**src/hdl/psac_pkg.sv**
```systemverilog
// Package for the pixel swizzle and alpha compositor: format codes, register
// indexes, frame size limits and the unpacked pixel type. No dependencies.
package psac_pkg;

  // Frame size limits and the widths that follow from them
  localparam int MAX_WIDTH  = 4096;
  localparam int MAX_HEIGHT = 4096;
  localparam int COL_W      = (MAX_WIDTH > 1) ? $clog2(MAX_WIDTH) : 1;
  localparam int ROW_W      = (MAX_HEIGHT > 1) ? $clog2(MAX_HEIGHT) : 1;

  // Register field widths
  localparam int FMT_W   = 4;
  localparam int SIZE_W  = 13;
  localparam int CFG_A_W = 2;
  localparam int CHAN_W  = 8;
  localparam int SRC_W   = 32;
  localparam int PIX_W   = 24;

  // Rounding bias for the divide by 255
  localparam logic [15:0] ROUND_BIAS = 16'd127;
  localparam logic [7:0]  ALPHA_MAX  = 8'd255;

  // Source byte orders; codes 8..15 are invalid
  typedef enum logic [FMT_W-1:0] {
    FMT_BGRA = 4'd0,
    FMT_BGRX = 4'd1,
    FMT_ARGB = 4'd2,
    FMT_XRGB = 4'd3,
    FMT_RGBA = 4'd4,
    FMT_XBGR = 4'd5,
    FMT_ABGR = 4'd6,
    FMT_RGBX = 4'd7
  } pix_fmt_t;

  // Configuration register indexes
  typedef enum logic [CFG_A_W-1:0] {
    CFG_PIXEL_FORMAT = 2'd0,
    CFG_BLEND_ENABLE = 2'd1,
    CFG_FRAME_WIDTH  = 2'd2,
    CFG_FRAME_HEIGHT = 2'd3
  } cfg_idx_t;

  // Unpacked pixel
  typedef struct packed {
    logic [CHAN_W-1:0] a;
    logic [CHAN_W-1:0] r;
    logic [CHAN_W-1:0] g;
    logic [CHAN_W-1:0] b;
  } argb_t;

  // Control settings handed to the datapath
  typedef struct packed {
    logic [FMT_W-1:0] fmt;
    logic             blend;
  } mix_ctrl_t;

endpackage

```
**src/hdl/psac_mix.sv**
```systemverilog
// Pixel datapath: unpack the source by byte order, then copy or blend over
// the background with rounded divide by 255. Depends on psac_pkg.
module psac_mix (
  input  logic [psac_pkg::SRC_W-1:0] src_pixel,
  input  logic [psac_pkg::PIX_W-1:0] bg_pixel,
  input  psac_pkg::mix_ctrl_t        ctrl,
  output logic [psac_pkg::PIX_W-1:0] result_pixel,
  output logic                       format_error
);
  import psac_pkg::*;

  argb_t             fg;
  logic              bad;
  logic [CHAN_W-1:0] mix_b;
  logic [CHAN_W-1:0] mix_g;
  logic [CHAN_W-1:0] mix_r;

  // Exact rounded blend: x/255 == (x + 1 + (x >> 8)) >> 8 for 16-bit x below 65535
  function automatic logic [CHAN_W-1:0] mix_chan(input logic [CHAN_W-1:0] f,
                                                 input logic [CHAN_W-1:0] k,
                                                 input logic [CHAN_W-1:0] a);
    logic [15:0] sum;
    logic [16:0] q;
    sum = 16'(f * a) + 16'(k * (ALPHA_MAX - a)) + ROUND_BIAS;
    q   = {1'b0, sum} + 17'd1 + 17'(sum[15:8]);
    return q[15:8];
  endfunction

  // Unpack the four source bytes
  always_comb begin
    fg  = '{a: ALPHA_MAX, r: '0, g: '0, b: '0};
    bad = 1'b0;
    case (ctrl.fmt)
      FMT_BGRA: fg = '{a: src_pixel[31:24], r: src_pixel[23:16],
                       g: src_pixel[15:8],  b: src_pixel[7:0]};
      FMT_BGRX: fg = '{a: ALPHA_MAX,        r: src_pixel[23:16],
                       g: src_pixel[15:8],  b: src_pixel[7:0]};
      FMT_ARGB: fg = '{a: src_pixel[7:0],   r: src_pixel[15:8],
                       g: src_pixel[23:16], b: src_pixel[31:24]};
      FMT_XRGB: fg = '{a: ALPHA_MAX,        r: src_pixel[15:8],
                       g: src_pixel[23:16], b: src_pixel[31:24]};
      FMT_RGBA: fg = '{a: src_pixel[31:24], r: src_pixel[7:0],
                       g: src_pixel[15:8],  b: src_pixel[23:16]};
      FMT_XBGR: fg = '{a: ALPHA_MAX,        r: src_pixel[31:24],
                       g: src_pixel[23:16], b: src_pixel[15:8]};
      FMT_ABGR: fg = '{a: src_pixel[7:0],   r: src_pixel[31:24],
                       g: src_pixel[23:16], b: src_pixel[15:8]};
      FMT_RGBX: fg = '{a: ALPHA_MAX,        r: src_pixel[7:0],
                       g: src_pixel[15:8],  b: src_pixel[23:16]};
      default:  bad = 1'b1;
    endcase
  end

  // Blend each channel over the background
  assign mix_b = mix_chan(fg.b, bg_pixel[7:0],   fg.a);
  assign mix_g = mix_chan(fg.g, bg_pixel[15:8],  fg.a);
  assign mix_r = mix_chan(fg.r, bg_pixel[23:16], fg.a);

  // Select pass-through, blend or copy
  always_comb begin
    if (bad) begin
      result_pixel = bg_pixel;
    end else if (ctrl.blend) begin
      result_pixel = {mix_r, mix_g, mix_b};
    end else begin
      result_pixel = {fg.r, fg.g, fg.b};
    end
  end

  assign format_error = bad;

endmodule

```
**src/hdl/pixel_swizzle_alpha_compositor.sv**
```systemverilog
// Top level of the pixel swizzle and alpha compositor: handshakes, config
// registers, row/frame counters and the two pipeline registers.
// Depends on psac_pkg and psac_mix.
//
//   channel | direction | handshake             | payload
//   --------+-----------+-----------------------+---------------------------------
//   in      | input     | in_valid / in_ready   | source_pixel, background_pixel
//   out     | output    | out_valid / out_ready | result_pixel, format_error,
//           |           |                       | end_of_row, end_of_frame
//   cfg     | input     | cfg_valid / cfg_ready | cfg_index, cfg_data
//
// One pixel per clock while out_ready keeps the output moving: each beat is
// captured in the input register at the accepting edge, passes the unpack and
// blend logic, and is registered in the output register once that one is
// empty or being taken.
// Synchronous active-low reset clears both valid flags and the counters and
// sets the config registers to format 0, blend off and a 1 x 1 frame. A
// stalled output holds; the input register still drains into the output
// register whenever that one is empty or being taken. cfg_ready is always high.
module pixel_swizzle_alpha_compositor (
  input  logic                        clk,
  input  logic                        rst_n,
  input  logic                        in_valid,
  output logic                        in_ready,
  input  logic [psac_pkg::SRC_W-1:0]  in_source_pixel,
  input  logic [psac_pkg::PIX_W-1:0]  in_background_pixel,
  output logic                        out_valid,
  input  logic                        out_ready,
  output logic [psac_pkg::PIX_W-1:0]  out_result_pixel,
  output logic                        out_format_error,
  output logic                        out_end_of_row,
  output logic                        out_end_of_frame,
  input  logic                        cfg_valid,
  output logic                        cfg_ready,
  input  logic [psac_pkg::CFG_A_W-1:0] cfg_index,
  input  logic [psac_pkg::SIZE_W-1:0] cfg_data
);
  import psac_pkg::*;

  // Config registers
  logic [FMT_W-1:0]  pixel_format_r;
  logic              blend_enable_r;
  logic [SIZE_W-1:0] frame_width_r;
  logic [SIZE_W-1:0] frame_height_r;

  // Counters
  logic [COL_W-1:0] col_cnt_r, col_cnt_nxt;
  logic [ROW_W-1:0] row_cnt_r, row_cnt_nxt;
  logic [COL_W-1:0] last_col;
  logic [ROW_W-1:0] last_row;
  logic             eor, eof;

  // Input stage
  logic              s1_valid_r;
  logic [SRC_W-1:0]  s1_src_r;
  logic [PIX_W-1:0]  s1_bg_r;
  logic              s1_eor_r, s1_eof_r;

  // Output stage
  logic              out_valid_r;
  logic [PIX_W-1:0]  out_pixel_r;
  logic              out_err_r, out_eor_r, out_eof_r;

  logic              in_beat, adv;
  mix_ctrl_t         ctrl;
  logic [PIX_W-1:0]  mix_pixel;
  logic              mix_err;

  assign cfg_ready = 1'b1;
  assign adv       = s1_valid_r && (!out_valid_r || out_ready);
  assign in_ready  = !s1_valid_r || adv;
  assign in_beat   = in_valid && in_ready;

  // Write config registers
  always_ff @(posedge clk) begin
    if (!rst_n) begin
      pixel_format_r <= '0;
      blend_enable_r <= 1'b0;
      frame_width_r  <= SIZE_W'(1);
      frame_height_r <= SIZE_W'(1);
    end else if (cfg_valid) begin
      case (cfg_idx_t'(cfg_index))
        CFG_PIXEL_FORMAT: pixel_format_r <= cfg_data[FMT_W-1:0];
        CFG_BLEND_ENABLE: blend_enable_r <= cfg_data[0];
        CFG_FRAME_WIDTH:  frame_width_r  <= cfg_data;
        CFG_FRAME_HEIGHT: frame_height_r <= cfg_data;
        default:          ;
      endcase
    end
  end

  // Clamp the frame size to its last column and row
  always_comb begin
    if (frame_width_r == '0) begin
      last_col = '0;
    end else if (int'(frame_width_r) > MAX_WIDTH) begin
      last_col = COL_W'(MAX_WIDTH - 1);
    end else begin
      last_col = COL_W'(frame_width_r - 1'b1);
    end
    if (frame_height_r == '0) begin
      last_row = '0;
    end else if (int'(frame_height_r) > MAX_HEIGHT) begin
      last_row = ROW_W'(MAX_HEIGHT - 1);
    end else begin
      last_row = ROW_W'(frame_height_r - 1'b1);
    end
  end

  // Flag row and frame ends and advance the counters
  always_comb begin
    eor         = col_cnt_r >= last_col;
    eof         = eor && (row_cnt_r >= last_row);
    col_cnt_nxt = col_cnt_r;
    row_cnt_nxt = row_cnt_r;
    if (eor) begin
      col_cnt_nxt = '0;
      row_cnt_nxt = eof ? '0 : row_cnt_r + 1'b1;
    end else begin
      col_cnt_nxt = col_cnt_r + 1'b1;
    end
  end

  always_ff @(posedge clk) begin
    if (!rst_n) begin
      col_cnt_r <= '0;
      row_cnt_r <= '0;
    end else if (in_beat) begin
      col_cnt_r <= col_cnt_nxt;
      row_cnt_r <= row_cnt_nxt;
    end
  end

  // Capture the input beat
  always_ff @(posedge clk) begin
    if (!rst_n) begin
      s1_valid_r <= 1'b0;
    end else if (in_ready) begin
      s1_valid_r <= in_valid;
    end
  end

  always_ff @(posedge clk) begin
    if (in_beat) begin
      s1_src_r <= in_source_pixel;
      s1_bg_r  <= in_background_pixel;
      s1_eor_r <= eor;
      s1_eof_r <= eof;
    end
  end

  // Unpack and blend
  assign ctrl = '{fmt: pixel_format_r, blend: blend_enable_r};

  psac_mix u_mix (
    .src_pixel    (s1_src_r),
    .bg_pixel     (s1_bg_r),
    .ctrl         (ctrl),
    .result_pixel (mix_pixel),
    .format_error (mix_err)
  );

  // Hold the result until taken
  always_ff @(posedge clk) begin
    if (!rst_n) begin
      out_valid_r <= 1'b0;
    end else if (!out_valid_r || out_ready) begin
      out_valid_r <= s1_valid_r;
    end
  end

  always_ff @(posedge clk) begin
    if (adv) begin
      out_pixel_r <= mix_pixel;
      out_err_r   <= mix_err;
      out_eor_r   <= s1_eor_r;
      out_eof_r   <= s1_eof_r;
    end
  end

  assign out_valid        = out_valid_r;
  assign out_result_pixel = out_pixel_r;
  assign out_format_error = out_err_r;
  assign out_end_of_row   = out_eor_r;
  assign out_end_of_frame = out_eof_r;

endmodule
```
**config.mk**
```make
export PLATFORM = sky130hd
export DESIGN_NAME = pixel_swizzle_alpha_compositor
export DESIGN_NICKNAME = d
export VERILOG_FILES = /design/src/hdl/psac_pkg.sv /design/src/hdl/psac_mix.sv /design/src/hdl/pixel_swizzle_alpha_compositor.sv
export SDC_FILE = /design/constraint.sdc
export NUM_CORES = 1
export LEC_CHECK = 0
export ABC_AREA = 1
export CORE_MARGIN = 2
export CORE_UTILIZATION = 50
export DETAILED_ROUTE_END_ITERATION = 8
export DONT_BUFFER_PORTS = 1
export GPL_ROUTABILITY_DRIVEN = 0
export SLEW_MARGIN = 40
export SYNTH_ARGS = -nofsm -noshare
export SYNTH_HDL_FRONTEND = slang
export SYNTH_SLANG_ARGS = --single-unit
```
**constraint.sdc**
```tcl
create_clock -name clk -period 11.5 [get_ports clk]
set_input_delay 2.3 -clock clk [delete_from_list [all_inputs] [get_ports clk]]
set_output_delay 2.3 -clock clk [all_outputs]
set_load 0.03 [all_outputs]
```
==> impl_metrics.prom, run 1 <==
# TYPE chip_impl_metric gauge
chip_impl_info{name="outcome",value="finished clean"} 1
chip_impl_metric{name="detailroute.via_count",unit=""} 18133
chip_impl_metric{name="initial_core_util",unit="%"} 50.7
chip_impl_metric{name="register_area",unit="sq um"} 3690
chip_impl_metric{name="detail_route.wl_per_cell",unit="um"} 17.7
chip_impl_info{name="critical_path.endpoint",value="out_result_pixel[6]"} 1
chip_impl_metric{name="ant_nets",unit=""} 0
chip_impl_info{name="setup.worst_path.start_class",value="flop"} 1
chip_impl_metric{name="max-cap-violations",unit=""} 0
chip_impl_info{name="critPathCaptureType",value="flop"} 1
chip_impl_metric{name="area_used_by_multi_input_combinational_logic",unit="sq um"} 15400
chip_impl_metric{name="cts_hold_buf",unit=""} 0
chip_impl_metric{name="port_buffers",unit=""} 0
chip_impl_info{name="grt_setup_unrepaired",value="false"} 1
chip_impl_info{name="origin_of_the_worst_setup_path",value="pixel_format_r[1]"} 1
chip_impl_metric{name="final_layout_size_suffix_gt1_share",unit="%"} 2.75
chip_impl_metric{name="cts_num_sinks",unit=""} 142
chip_impl_metric{name="rrSetupSlack",unit="ps"} 2530
chip_impl_metric{name="ys_async_sr_fraction",unit="%"} 0
chip_impl_metric{name="edff_count_synth",unit=""} 85
chip_impl_metric{name="dpl.hpwl",unit="mm"} 48.8
chip_impl_metric{name="io_pins",unit=""} 106
chip_impl_info{name="reg2reg_from",value="pixel_format_r[1]"} 1
chip_impl_metric{name="period_needed",unit="ps"} 8970
chip_impl_metric{name="core",unit="sq um"} 43200
chip_impl_metric{name="routed_wirelength",unit="mm"} 60.9
chip_impl_metric{name="cts.repair_timing.setup_buffer_count",unit=""} 0
chip_impl_metric{name="synthToLayoutAreaGrowth",unit="%"} 5.96
chip_impl_metric{name="design.die.area",unit="sq um"} 45400
chip_impl_metric{name="grt_util_all_layers",unit="%"} 28.5
chip_impl_metric{name="final_min_period_over_clock_period",unit="%"} 78.0
chip_impl_info{name="critical_path.slowest_cell",value="nor2_1"} 1
chip_impl_metric{name="die_width",unit="um"} 213
chip_impl_metric{name="gr-total-overflow",unit=""} 0
chip_impl_info{name="reg2reg_to",value="out_result_pixel[6]"} 1
chip_impl_metric{name="timing.max_slew.rel_slack",unit="%"} 48.1
chip_impl_metric{name="report.final.setup_viol",unit=""} 0
chip_impl_metric{name="finalNetCount",unit=""} 3422
chip_impl_metric{name="slew_violations",unit=""} 0
chip_impl_metric{name="ys.warnings.count",unit=""} 0
chip_impl_metric{name="n_fill_cell",unit=""} 4218
chip_impl_metric{name="timing.fmax",unit="MHz"} 111
chip_impl_info{name="hp-class",value="flop to flop"} 1
chip_impl_metric{name="postCtsResizedCells",unit=""} 0
chip_impl_metric{name="crit_fanout",unit=""} 20
chip_impl_metric{name="cp_data_arrival_time",unit="ps"} 9200
chip_impl_metric{name="core.rowCount",unit=""} 76
chip_impl_metric{name="drc_errors",unit=""} 0
chip_impl_metric{name="tightest_slew",unit="ps"} 776
chip_impl_metric{name="numCtsBuffers",unit=""} 17
chip_impl_metric{name="post_synthesis_instance_total",unit=""} 2844
chip_impl_metric{name="ys_types",unit=""} 44
chip_impl_info{name="tritoncts",value="yes"} 1
chip_impl_metric{name="setup_tns",unit="ps"} 0
chip_impl_metric{name="postSynthAreaPerCell",unit="sq um"} 7.69
chip_impl_info{name="crit_top_cell",value="nand2_1"} 1
chip_impl_metric{name="first_pass_iters",unit=""} 6
chip_impl_metric{name="worstPathRequired",unit="ps"} 11730
chip_impl_metric{name="grt_max_degree",unit=""} 47
chip_impl_metric{name="detail_route.iter0.violations",unit=""} 1269
chip_impl_metric{name="global_route_wire_length_before_repair",unit="mm"} 98.1
chip_impl_info{name="synthFlopType",value="edfxtp_1"} 1
chip_impl_metric{name="vias_in_the_first_global_route",unit=""} 18445
chip_impl_metric{name="clock_insertion_delay_at_the_later_pin_of_the_skew_report",unit="ps"} 490
chip_impl_metric{name="final-hold-violation-count",unit=""} 0
chip_impl_metric{name="die_h",unit="um"} 213
chip_impl_metric{name="synth_area",unit="sq um"} 21900
chip_impl_metric{name="cts.htree.levels",unit=""} 4
chip_impl_metric{name="antenna_found_initial",unit=""} 20
chip_impl_metric{name="post_drt_via_cell_ratio",unit=""} 5.28
chip_impl_metric{name="timing.critical_path.slowest_cell_delay",unit="ps"} 630
chip_impl_metric{name="cts_buffer_depth",unit=""} 2
chip_impl_metric{name="number_of_synthesized_register_bits",unit=""} 142
chip_impl_info{name="worst_setup_path_class",value="flop to flop"} 1
chip_impl_info{name="clk_root_buffer_cell",value="clkbuf_16"} 1
chip_impl_metric{name="r2r_cells",unit=""} 36
chip_impl_metric{name="final.setup_skew",unit="ps"} 22.4
chip_impl_metric{name="synth.yosys.seq_area_share",unit="%"} 16.9
chip_impl_metric{name="clk_transition_reported_paths",unit="ps"} 70
-- per-stage QoR --
step / instances / setup WS [ps] / instance area [sq um] / hold slack [ps] / util, %
6_report: 3434 / 2530 / 23200 / 418 / 53.7
5_1_grt: 3432 / 2050 / 23200 / 423 / 53.7
4_1_cts: 3423 / 2650 / 23100 / 422 / 53.6
2_1_floorplan: 2846 / 4280 / 21900 / 400 / -
3_3_place_gp: 3391 / 2900 / 22500 / 406 / 52.2
3_5_place_dp: 3391 / 2680 / 22600 / 405 / 52.2
-- routing by layer --
layer / track usage (%) / share of wire (%)
met4: 8.31 / 2.6
met1: 37.3 / 43
met2: 46.6 / 46
met5: 0 / 0.17
met3: 7.44 / 8.6
-- sequential cells by signal (all words and copies together) (netlist names) --
| name | cells |
|---|---|
| out_end_of_frame | 1 |
| blend_enable_r | 1 |
| row_cnt_r | 12 |
| s1_bg_r | 24 |
| col_cnt_r | 12 |
| out_format_error | 1 |
| frame_width_r | 13 |
| out_valid | 1 |
| pixel_format_r | 4 |
| s1_eof_r | 1 |
| s1_src_r | 32 |
| frame_height_r | 13 |
| s1_valid_r | 1 |
| out_end_of_row | 1 |
| out_result_pixel | 24 |
| s1_eor_r | 1 |
-- cell families after synthesis --
| group | count (synthesis) | synth area share (%) |
|---|---|---|
| AND/OR/NAND/NOR | 1116 | 20.9 |
| buffers and inverters | 755 | 13.0 |
| adder cells (fa/ha/maj) | 521 | 40.4 |
| AO/OA/AOI/OAI | 241 | 6.13 |
| flip-flops | 142 | 16.9 |
| XOR/XNOR | 67 | 2.68 |
| other | 2 | 0.0343 |
-- layout by cell type (no fill, tap or decap), types with 8 or more instances in the layout --
cell / n
a21oi_1: 94
buf_4: 16
clkbuf_16: 17
dfxtp_1: 57
diode_2: 11
edfxtp_1: 85
fa_1: 309
ha_1: 212
inv_1: 689
nand2_1: 655
nand2_2: 10
nand3_1: 122
nand4_1: 21
nor2_1: 257
nor3_1: 24
nor4_1: 8
o21a_1: 14
o21ai_0: 85
o22ai_1: 8
xnor2_1: 25
xor2_1: 42
-- area by class of cell --
cell class              instances  area share, %
multi-input cells            1949           66.4
inverters                     699           11.3
clock inverters                12          0.637
flip-flops and latches        142           15.9
clock buffers                  20           1.93
repair buffers                 16          0.518
well taps                     585           3.16
diodes                         11          0.119
-- worst max-delay path, delay by kind of cell (launching register included) --
kind / cells / cell delay (ps)
AND/OR/NAND/NOR: 15 / 2290
flip-flops: 1 / 620
XOR/XNOR: 1 / 200
buffers and inverters: 9 / 1350
AO/OA/AOI/OAI: 3 / 570
adder cells (fa/ha/maj): 8 / 3690
-- worst min path at each step --
stage / endpoint / cells after the start / startpoint / slack, ps
final: out_end_of_frame / 0 / s1_eof_r / 420
after global routing: out_end_of_frame / 0 / s1_eof_r / 420
after CTS: out_end_of_frame / 0 / s1_eof_r / 420
after detailed placement: out_end_of_frame / 0 / s1_eof_r / 400
after global placement: out_end_of_row / 0 / s1_eor_r / 410
after floorplan: out_end_of_frame / 0 / s1_eof_r / 400
-- synthesized netlist by cell type, types with 4 or more instances --
| cell type | count | area share, % |
|---|---|---|
| a211oi_1 | 4 | 0.14 |
| a21oi_1 | 99 | 2.3 |
| a221oi_1 | 7 | 0.28 |
| a31oi_1 | 6 | 0.17 |
| buf_1 | 7 | 0.12 |
| clkbuf_1 | 45 | 0.77 |
| clkinv_1 | 4 | 0.069 |
| dfxtp_1 | 57 | 5.2 |
| edfxtp_1 | 85 | 12 |
| fa_1 | 309 | 28 |
| ha_1 | 212 | 12 |
| inv_1 | 690 | 12 |
| inv_2 | 5 | 0.086 |
| nand2_1 | 655 | 11 |
| nand2_2 | 10 | 0.29 |
| nand3_1 | 122 | 2.8 |
| nand3b_1 | 7 | 0.24 |
| nand4_1 | 21 | 0.60 |
| nor2_1 | 257 | 4.4 |
| nor2_4 | 4 | 0.21 |
| nor3_1 | 24 | 0.55 |
| nor4_1 | 8 | 0.23 |
| o21a_1 | 14 | 0.48 |
| o21ai_0 | 85 | 1.9 |
| o21bai_1 | 6 | 0.21 |
| o22ai_1 | 8 | 0.23 |
| xnor2_1 | 25 | 1.0 |
| xor2_1 | 42 | 1.7 |
Power of run 1 is not shown: default switching activity piles up to over one toggle a cycle in this logic, so the estimate is an artifact.
==> run 2, diff against run 1 <==
Clock period 11.5 ns to 8.47 ns, I/O delays scaled along.
==> impl_metrics.prom, run 2 (synthesis results as in run 1) <==
# TYPE chip_impl_metric gauge
chip_impl_metric{name="cts_hold_buf",unit=""} 0
chip_impl_info{name="reg2reg_from",value="pixel_format_r[0]"} 1
chip_impl_metric{name="die_width",unit="um"} 213
chip_impl_metric{name="core",unit="sq um"} 43200
chip_impl_info{name="critical_path.endpoint",value="out_result_pixel[2]"} 1
chip_impl_metric{name="dpl.hpwl",unit="mm"} 50.2
chip_impl_metric{name="setup_tns",unit="ps"} 0
chip_impl_metric{name="post-place-ws",unit="ps"} 201
chip_impl_metric{name="io_pins",unit=""} 106
chip_impl_metric{name="gr-total-overflow",unit=""} 0
chip_impl_metric{name="antenna_found_initial",unit=""} 18
chip_impl_metric{name="worstPathRequired",unit="ps"} 8690
chip_impl_metric{name="cts_buffer_depth",unit=""} 2
chip_impl_metric{name="synthToLayoutAreaGrowth",unit="%"} 6.73
chip_impl_metric{name="drc_errors",unit=""} 0
chip_impl_metric{name="crit_fanout",unit=""} 10
chip_impl_metric{name="rrSetupSlack",unit="ps"} 530
chip_impl_metric{name="cts.htree.levels",unit=""} 4
chip_impl_info{name="critical_path.slowest_cell",value="fa_1"} 1
chip_impl_metric{name="first_pass_iters",unit=""} 6
chip_impl_info{name="worst_setup_path_class",value="flop to flop"} 1
chip_impl_metric{name="largest_register_ff_count",unit=""} 32
chip_impl_info{name="regMostFlops",value="s1_src_r"} 1
chip_impl_metric{name="clock_insertion_delay_at_the_later_pin_of_the_skew_report",unit="ps"} 490
chip_impl_metric{name="cp_data_arrival_time",unit="ps"} 8160
chip_impl_info{name="crit_family",value="adder cells"} 1
chip_impl_metric{name="final_min_period_over_clock_period",unit="%"} 93.7
chip_impl_info{name="origin_of_the_worst_setup_path",value="pixel_format_r[0]"} 1
chip_impl_metric{name="detailroute.wirelength.met3",unit="mm"} 5.83
chip_impl_metric{name="timing.critical_path.buf_inv",unit=""} 8
chip_impl_metric{name="detail_route.wirelength.met1",unit="mm"} 26.0
chip_impl_info{name="outcome",value="finished clean"} 1
chip_impl_metric{name="detail_route.wl_per_cell",unit="um"} 17.9
chip_impl_metric{name="grt_util_all_layers",unit="%"} 28.9
chip_impl_info{name="most-common-layout-cells",value="685 x inv_1, 654 x nand2_1, 309 x fa_1, 256 x nor2_1, 212 x ha_1"} 1
chip_impl_metric{name="global_route_wire_length_before_repair",unit="mm"} 98.8
chip_impl_metric{name="port_buffers",unit=""} 0
chip_impl_metric{name="final_critical_path_setup_slack",unit="ps"} 531
chip_impl_metric{name="wl_met2",unit="mm"} 27.6
chip_impl_metric{name="ant_nets",unit=""} 0
chip_impl_metric{name="period_needed",unit="ps"} 7940
chip_impl_metric{name="initial_core_util",unit="%"} 50.7
chip_impl_metric{name="timing.critical_path.slowest_cell_delay",unit="ps"} 540
chip_impl_metric{name="slew_violations",unit=""} 0
chip_impl_metric{name="numCtsBuffers",unit=""} 17
chip_impl_metric{name="clk_transition_reported_paths",unit="ps"} 80
chip_impl_info{name="layout.cells.most_common",value="inv_1"} 1
chip_impl_metric{name="timing.fmax",unit="MHz"} 126
chip_impl_info{name="critPathCaptureType",value="flop"} 1
chip_impl_metric{name="die_h",unit="um"} 213
chip_impl_metric{name="worstSetupPathDepth",unit=""} 36
chip_impl_info{name="crit_top_cell",value="nand2_1"} 1
chip_impl_info{name="clk_root_buffer_cell",value="clkbuf_16"} 1
chip_impl_metric{name="final_layout_size_suffix_gt1_share",unit="%"} 3.68
chip_impl_metric{name="final.setup_skew",unit="ps"} 24.4
chip_impl_metric{name="vias_in_the_first_global_route",unit=""} 18669
chip_impl_metric{name="detail_route.iter0.violations",unit=""} 1402
chip_impl_metric{name="hold_slack",unit="ps"} 429
chip_impl_metric{name="timing.max_slew.rel_slack",unit="%"} 53.7
chip_impl_metric{name="r2r_cells",unit=""} 36
chip_impl_metric{name="routed_wirelength",unit="mm"} 61.9
chip_impl_metric{name="report.final.setup_viol",unit=""} 0
chip_impl_metric{name="cts_num_sinks",unit=""} 142
chip_impl_metric{name="post-route-util",unit="%"} 54.1
chip_impl_info{name="hp-class",value="flop to flop"} 1
chip_impl_metric{name="design.die.area",unit="sq um"} 45400
chip_impl_info{name="topRoutingLayerUsed",value="met5"} 1
chip_impl_metric{name="tightest_slew",unit="ps"} 690
chip_impl_info{name="tritoncts",value="yes"} 1
chip_impl_metric{name="max-cap-violations",unit=""} 0
chip_impl_metric{name="finalNetCount",unit=""} 3440
chip_impl_metric{name="post_drt_via_cell_ratio",unit=""} 5.26
chip_impl_metric{name="final-hold-violation-count",unit=""} 0
chip_impl_metric{name="detailroute.via_count",unit=""} 18153
chip_impl_metric{name="grt_max_degree",unit=""} 36
chip_impl_info{name="setup.worst_path.start_class",value="flop"} 1
chip_impl_info{name="reg2reg_to",value="out_result_pixel[2]"} 1
chip_impl_metric{name="core.rowCount",unit=""} 76
-- run 2: worst register-to-register path: cells and delay by family (launching register included) --
family                     cells  cell delay (ps)
adders and majority gates      8             3750
and+or+nand+nor               14             1850
AOI/OAI and AO/OA              5              740
buffers and inverters          8              690
DFF                            1              400
xor gates and xnor gates       1              250
-- run 2: worst min path at each step --
stage	startpoint	endpoint	slack [ps]	cells past startpoint
2_1_floorplan	s1_eof_r	out_end_of_frame	400	0
3_3_place_gp	s1_eof_r	out_end_of_frame	400	0
3_5_place_dp	s1_eof_r	out_end_of_frame	410	0
4_1_cts	s1_eof_r	out_end_of_frame	430	0
5_1_grt	s1_eof_r	out_end_of_frame	440	0
6_report	s1_eof_r	out_end_of_frame	430	0
-- run 2: layer usage --
metal  track usage, %  vias to the layer above
li1                 -                     8653
met1             36.8                     8742
met2             45.2                      612
met3             9.57                      126
met4             11.8                       20
met5                0                        -
-- run 2: metrics by stage --
step / cell area [sq um] / cells
after global routing: 23300 / 3447
final: 23400 / 3452
after global placement: 22700 / 3404
after floorplan: 21900 / 2846
after CTS: 23300 / 3436
after detailed placement: 22700 / 3404
-- run 2: cell type report --
class,count,area (sq um)
Timing Repair Buffer,34,280
Multi-Input combinational cell,1949,15400
Clock buffer,17,425
Sequential cell,142,3700
Tap cell,585,732
Antenna cell,11,27.5
Fill cell,4248,19800
Inverter,699,2630
Clock inverter,15,170
-- run 2: repair_timing --
| item | in CTS | in global routing |
|---|---|---|
| setup endpoints to repair | 0 | 24 |
| gates resized for setup | 0 | 12 |
| setup buffers | 0 | 5 |
Power of run 2 is left out for the same reason.
